**config.mk**
```make
export PLATFORM = sky130hd
export DESIGN_NAME = isa_ctrl
export DESIGN_NICKNAME = d
export VERILOG_FILES = /design/src/rtl/isa_pkg.sv /design/src/rtl/isa_ctrl.sv
export SDC_FILE = /design/constraint.sdc
export NUM_CORES = 1
export LEC_CHECK = 0
export ABC_AREA = 1
export BUFFER_PORTS_ARGS = -buffer_cell sky130_fd_sc_hd__buf_2
export CORE_AREA = 2 2 39 41
export DETAILED_ROUTE_END_ITERATION = 6
export DIE_AREA = 0 0 41 43
export PLACE_DENSITY = 0.4
export SLEW_MARGIN = 20
export SYNTH_ARGS = -nofsm -noshare
export SYNTH_HDL_FRONTEND = slang
export SYNTH_SLANG_ARGS = --single-unit
```
**constraint.sdc**
```tcl
create_clock -name clk -period 2.04 [get_ports clk]
set_input_delay 0.408 -clock clk [delete_from_list [all_inputs] [get_ports clk]]
set_output_delay 0.408 -clock clk [all_outputs]
set_load 0.005 [all_outputs]
```
**src/rtl/isa_pkg.sv**
```systemverilog
// ----------------------------------------------------------------------------
// isa_pkg
// Shared types and constants of the instance slot allocator: request and
// result payloads, operation and status codes, controller command set.
// ----------------------------------------------------------------------------
package isa_pkg;

  // fixed field widths
  localparam int IDX_W  = 10;
  localparam int OP_W   = 2;
  localparam int STAT_W = 2;

  // parameter defaults
  localparam int DEF_CAPACITY  = 1024;
  localparam int DEF_WORD_BITS = 32;

  // operation codes
  localparam logic [OP_W-1:0] OP_ALLOC = 2'd0;
  localparam logic [OP_W-1:0] OP_FREE  = 2'd1;
  localparam logic [OP_W-1:0] OP_SET   = 2'd2;
  localparam logic [OP_W-1:0] OP_QUERY = 2'd3;

  // status codes
  localparam logic [STAT_W-1:0] STAT_OK       = 2'd0;
  localparam logic [STAT_W-1:0] STAT_FULL     = 2'd1;
  localparam logic [STAT_W-1:0] STAT_OVERFLOW = 2'd2;

  // request payload
  typedef struct packed {
    logic [OP_W-1:0]  operation;
    logic [IDX_W-1:0] slot_index;
    logic             enable_value;
  } in_req_t;

  // result payload
  typedef struct packed {
    logic [IDX_W-1:0]  result_index;
    logic              bit_value;
    logic [STAT_W-1:0] status;
  } out_res_t;

  // controller to datapath commands
  typedef struct packed {
    logic load_req;
    logic pop_rd;
    logic div_en;
    logic bm_rd;
    logic commit;
    logic clr_wr;
  } cmd_t;

  // datapath to controller status
  typedef struct packed {
    logic clr_last;
  } sts_t;

endpackage

```
**src/rtl/isa_ctrl.sv**
```systemverilog
// ----------------------------------------------------------------------------
// isa_ctrl
// Sequencing state machine: bitmap clearing pass after reset, then one
// request at a time through stack read, word address, bitmap read, commit.
// ----------------------------------------------------------------------------
module isa_ctrl
  import isa_pkg::*;
(
  input  logic clk,
  input  logic rst_n,
  input  logic start,
  output logic busy,
  input  sts_t sts,
  output cmd_t cmd
);

  localparam logic [2:0] ST_CLR  = 3'd0;
  localparam logic [2:0] ST_IDLE = 3'd1;
  localparam logic [2:0] ST_POP  = 3'd2;
  localparam logic [2:0] ST_DIV  = 3'd3;
  localparam logic [2:0] ST_RD   = 3'd4;
  localparam logic [2:0] ST_WR   = 3'd5;

  logic [2:0] state_r;
  logic [2:0] state_nxt;

  // next state
  always_comb begin
    state_nxt = state_r;
    unique case (state_r)
      ST_CLR:  if (sts.clr_last) state_nxt = ST_IDLE;
      ST_IDLE: if (start) state_nxt = ST_POP;
      ST_POP:  state_nxt = ST_DIV;
      ST_DIV:  state_nxt = ST_RD;
      ST_RD:   state_nxt = ST_WR;
      ST_WR:   state_nxt = ST_IDLE;
      default: state_nxt = ST_CLR;
    endcase
  end

  // state register
  always_ff @(posedge clk) begin
    if (!rst_n) begin
      state_r <= ST_CLR;
    end else begin
      state_r <= state_nxt;
    end
  end

  // command decode
  always_comb begin
    cmd          = '0;
    cmd.load_req = (state_r == ST_IDLE) && start;
    cmd.pop_rd   = (state_r == ST_POP);
    cmd.div_en   = (state_r == ST_DIV);
    cmd.bm_rd    = (state_r == ST_RD);
    cmd.commit   = (state_r == ST_WR);
    cmd.clr_wr   = (state_r == ST_CLR);
  end

  assign busy = (state_r != ST_IDLE);

endmodule

```
; Yosys cells after proc, flatten, opt, wreduce, memory -nomap -nowiden
; Cells that the tools add are included.
[totals]
ff_bits = 3
out_inout_bits = 7
in_bits = 4
elab_cells = 15
[classes]
n_reduce_logical = 3
muxes = 3
eq_ne = 8
[op_table]
columns = op, n
row1 = one-hot mux 3 bit (6 select lines), 1
row2 = "== test 3 x 2 -> 1 bit, second input constant", 2
row3 = "== test 3 bit, second input constant", 2
row4 = two-way mux 3 bit, 2
row5 = "inequality test 2 bit, second input constant", 2
row6 = "== test 3 x 1 -> 1 bit, second input constant", 1
row7 = zero test 3 bit, 1
row8 = "inequality test 3 x 1 -> 1 bit, second input constant", 1
row9 = AND reduction 2 bit, 1
row10 = logical AND 1 bit, 1

; Logic depth before layout (Yosys ltp)
[logic_depth]
ltp_word = 3
mapped_depth = 6
depth_no_buf = 6

; Least setup slack after synthesis
; Ideal clock, no wire load.
[synth_path]
path_type = reg-to-output
start = register state_r[2]
end = output port cmd[1] in the netlist's numbering
setup_slack_ns = 0.964
path_buffers = 0
stages_incl_launch_ff = 3
t_required_ns = 1.632
t_arrival_ns = 0.668
path_cell_list = dfxtp_1 -> inv_1 -> nor3_1
[synth_lines]
columns = element, line
row1 = start: declaration, isa_ctrl.sv:24  ; logic [2:0] state_r;
row2 = start signal: assignment, isa_ctrl.sv:46  ; state_r <= state_nxt;
row3 = end: declaration, isa_ctrl.sv:14  ; output cmd_t cmd

==> parameters.txt <==
Parameter                              Value

Die
  Die Ht ... 43 um
  Area enclosed by the die boundary ... 1763 sq um
  Row count ... 14
  Top Ports ... 11
  Initial Util ... 13.56%
  Die width ... 41 um
  Core Box Area ... 1384 sq um

Synth
  Synthesized instance count ... 34
  Number of synthesized register bits ... 3
  Post-Syn Nets ... 38
  Syn. warnings ... 0
  Post-synth cell types ... 8
  Mapped cell area ... 187.7 sq um
  Fraction of the yosys area taken by sequential cells ... 32.00%
  Average instance area after synthesis ... 5.520 sq um

Power
  Internal power consumption ... 0.1592 mW
  Clock power frac ... 45.5%
  Power share of the sequential group ... 32.0%
  Switching share of power ... 28.41%
  Logic gate share of total power ... 22.5%
  Largest vdd supply drop ... 150.1 uV
  Final total power ... 0.2224 mW
  Net switching power ... 0.06318 mW
  Leakage power ... 0.1757 nW
  Cell Pwr Density ... 782.9 nW/um^2

Place
  PortBufs ... 10
  Placed Area ... 257.7 sq um
  Routability cong. ... 0.6515
  Place WS ... 0.8127 ns
  Detailed-placement wirelength estimate ... 359.6 um

CTS
  TritonCTS clock tree ... yes
  Buffer count from post-CTS setup fixing ... 0
  CTS clk-pin slew, worst paths ... 0.03 ns
  Root cell of the clock tree ... sky130_fd_sc_hd__clkbuf_4
  Post-CTS sizing ... 0
  Number of CTS-inserted buffers ... 3
  CTS hold repair buffers ... 0
  Maximum number of buffers from clock root to sink ... 2
  CTS H-tree lvls ... 1
  CTS sink cnt ... 3
  Clock network latency to the later pin of the worst-skew pair ... 0.23 ns

STA
  Number of pins exceeding their max-slew limit in the final report ... 0
  Max Clock Skew ... 0.001061 ns
  Final sum of negative setup slack ... 0 ns
  Transition time at the pin with the least slew margin ... 0.1790 ns
  Setup repair after global routing missed its margin ... no
  Time the worst path needs with I/O delays and setup ... 1.469 ns
  Post-layout worst setup margin ... 0.5708 ns
  Setup violation total in the final timing report ... 0
  FMAX ... 680.6 MHz
  Final period utilization ... 72.02%
  Max transition margin ... 88.05%
  Hold violation total from the final report ... 0

Global routing
  Overflow after GRT ... 0
  Vias in the first global route ... 209
  Global-route wire length before repair ... 662 um
  Overall global routing resource usage ... 6.419%
  Pin count of the biggest net entering global routing ... 7
  Initial antenna violation count ... 0

Route
  Detailed router's first-iteration violation count ... 4
  Vias ... 236
  Number of remaining DRC errors ... 0
  WL final ... 427 um
  Post-detailed-route count of antenna-violating nets ... 0
  Detailed-routing iteration count for the pre-antenna-repair pass ... 4
  Mean number of vias per cell ... 3.688
  Average detailed-routed wire length per instance ... 6.672 um

Critical path
  Required time at the endpoint of the critical path ... 1.63 ns
  Setup crit end kind ... output port
  Path type of the worst setup path ... reg2out
  Worst r2r path cells ... 5
  Reg-to-Reg Start ... state_r[2]$_SDFFE_PN0P_
  Reg-to-Reg End ... state_r[0]$_SDFFE_PN0P_
  Setup crit start kind ... flip-flop
  Top fanout value on the critical path ... 6
  Crit path launch ... state_r[2]$_SDFFE_PN0P_
  Worst setup path endpoint ... cmd[1]
  Arrival time of data at the critical path endpoint ... 1.06 ns
  Register-to-register path setup slack ... 1.09 ns

Cells and area
  Post-route cell area ... 284.0 sq um
  Largest regs ... state_r (3)
  Number of inserted filler cells in the final layout ... 164
  Share of layout cells above drive strength 1 ... 29.17%
  Most common cell after layout, fill and taps aside ... sky130_fd_sc_hd__buf_2
  Diode count ... 0
  Register name with the most flops ... state_r
  Net count of the finished layout ... 53
  Largest register FFs ... 3
  Relative area change from synthesis to final layout ... 51.33%
  Area used by multi-input combinational logic ... 93.84 sq um
  FF+latch area ... 60.06 sq um
  Leading cell types in the layout, fill and taps excluded ... sky130_fd_sc_hd__buf_2 (10), sky130_fd_sc_hd__inv_1 (9), sky130_fd_sc_hd__nor2_1 (8), sky130_fd_sc_hd__nand2_1 (6), sky130_fd_sc_hd__nand3_1 (5)

Run
  Max-capacitance violation count ... 0

Hold path
  Min-Delay Path Class ... in2reg

Run status
  Outcome ... finished clean
-- Yosys cell counts --
cell type                 n  area [sq um]
sky130_fd_sc_hd__nor2_2   1         6.260
sky130_fd_sc_hd__inv_1    9         33.78
sky130_fd_sc_hd__nor3_1   1         5.000
sky130_fd_sc_hd__nand2_1  6         22.52
sky130_fd_sc_hd__nand3_1  5         25.02
sky130_fd_sc_hd__nor2_1   8         30.03
sky130_fd_sc_hd__o21ai_0  1         5.000
sky130_fd_sc_hd__dfxtp_1  3         60.06
-- critical path, cell delays in order (launching register included) --
cell and delay [ns]:
sky130_fd_sc_hd__dfxtp_1 0.39, sky130_fd_sc_hd__inv_1 0.12, sky130_fd_sc_hd__nor3_1 0.18, sky130_fd_sc_hd__buf_2 0.14
-- metrics by stage --
stage / instances / util [%] / hold WS (ns)
2_1_floorplan: 34 / - / 0.5414
3_3_place_gp: 60 / 18.63 / 0.6439
3_5_place_dp: 60 / 18.63 / 0.6369
4_1_cts: 64 / 20.52 / 0.4202
5_1_grt: 64 / 20.52 / 0.4290
6_report: 64 / 20.52 / 0.4279
-- worst min-delay path by stage --
stage,start,end,slack [ns],cells past startpoint
floorplan,rst_n,state_r[1]$_SDFFE_PN0P_,0.54,2
global placement,state_r[0]$_SDFFE_PN0P_,state_r[1]$_SDFFE_PN0P_,0.64,3
detailed placement,state_r[0]$_SDFFE_PN0P_,state_r[1]$_SDFFE_PN0P_,0.64,3
CTS,rst_n,state_r[2]$_SDFFE_PN0P_,0.42,3
global route,rst_n,state_r[2]$_SDFFE_PN0P_,0.43,3
finish,rst_n,state_r[2]$_SDFFE_PN0P_,0.43,3
-- power by group through the flow --
stage | registers (mW) | clock network, mW | logic, mW
after CTS | 0.0710 | 0.108 | 0.0517
after global routing | 0.0722 | 0.112 | 0.0588
after floorplan | 0.0705 | 0 | 0.0329
after global placement | 0.0724 | 0 | 0.0515
after detailed placement | 0.0719 | 0 | 0.0512
final | 0.0711 | 0.101 | 0.0500
-- metal layers --
layer	part of all wire, %	GRT usage (%)	up-vias	wire (um)
met2	55	8.750	4	236
li1	-	-	131	-
met1	37	4.808	99	160
met4	0.94	10.00	0	4
met5	0	0	-	0
met3	5.9	3.141	2	25
-- cells by family (layout without fill, tap and decap cells) --
logic type / count (synthesis) / in the layout / synth area share [%]
compound gates: 1 / 1 / 2.664
buf+inv: 9 / 23 / 18.00
flops: 3 / 3 / 32.00
simple gates: 21 / 21 / 47.33
-- layout make-up --
type	instances	share of cell area, %
Multi-Input combinational cell	22	33.04
Sequential cell	3	21.15
Timing Repair Buffer	10	17.62
Inverter	9	11.89
Clock buffer	4	9.251
Tap cell	16	7.048
Power figures use the tool's default switching activity.
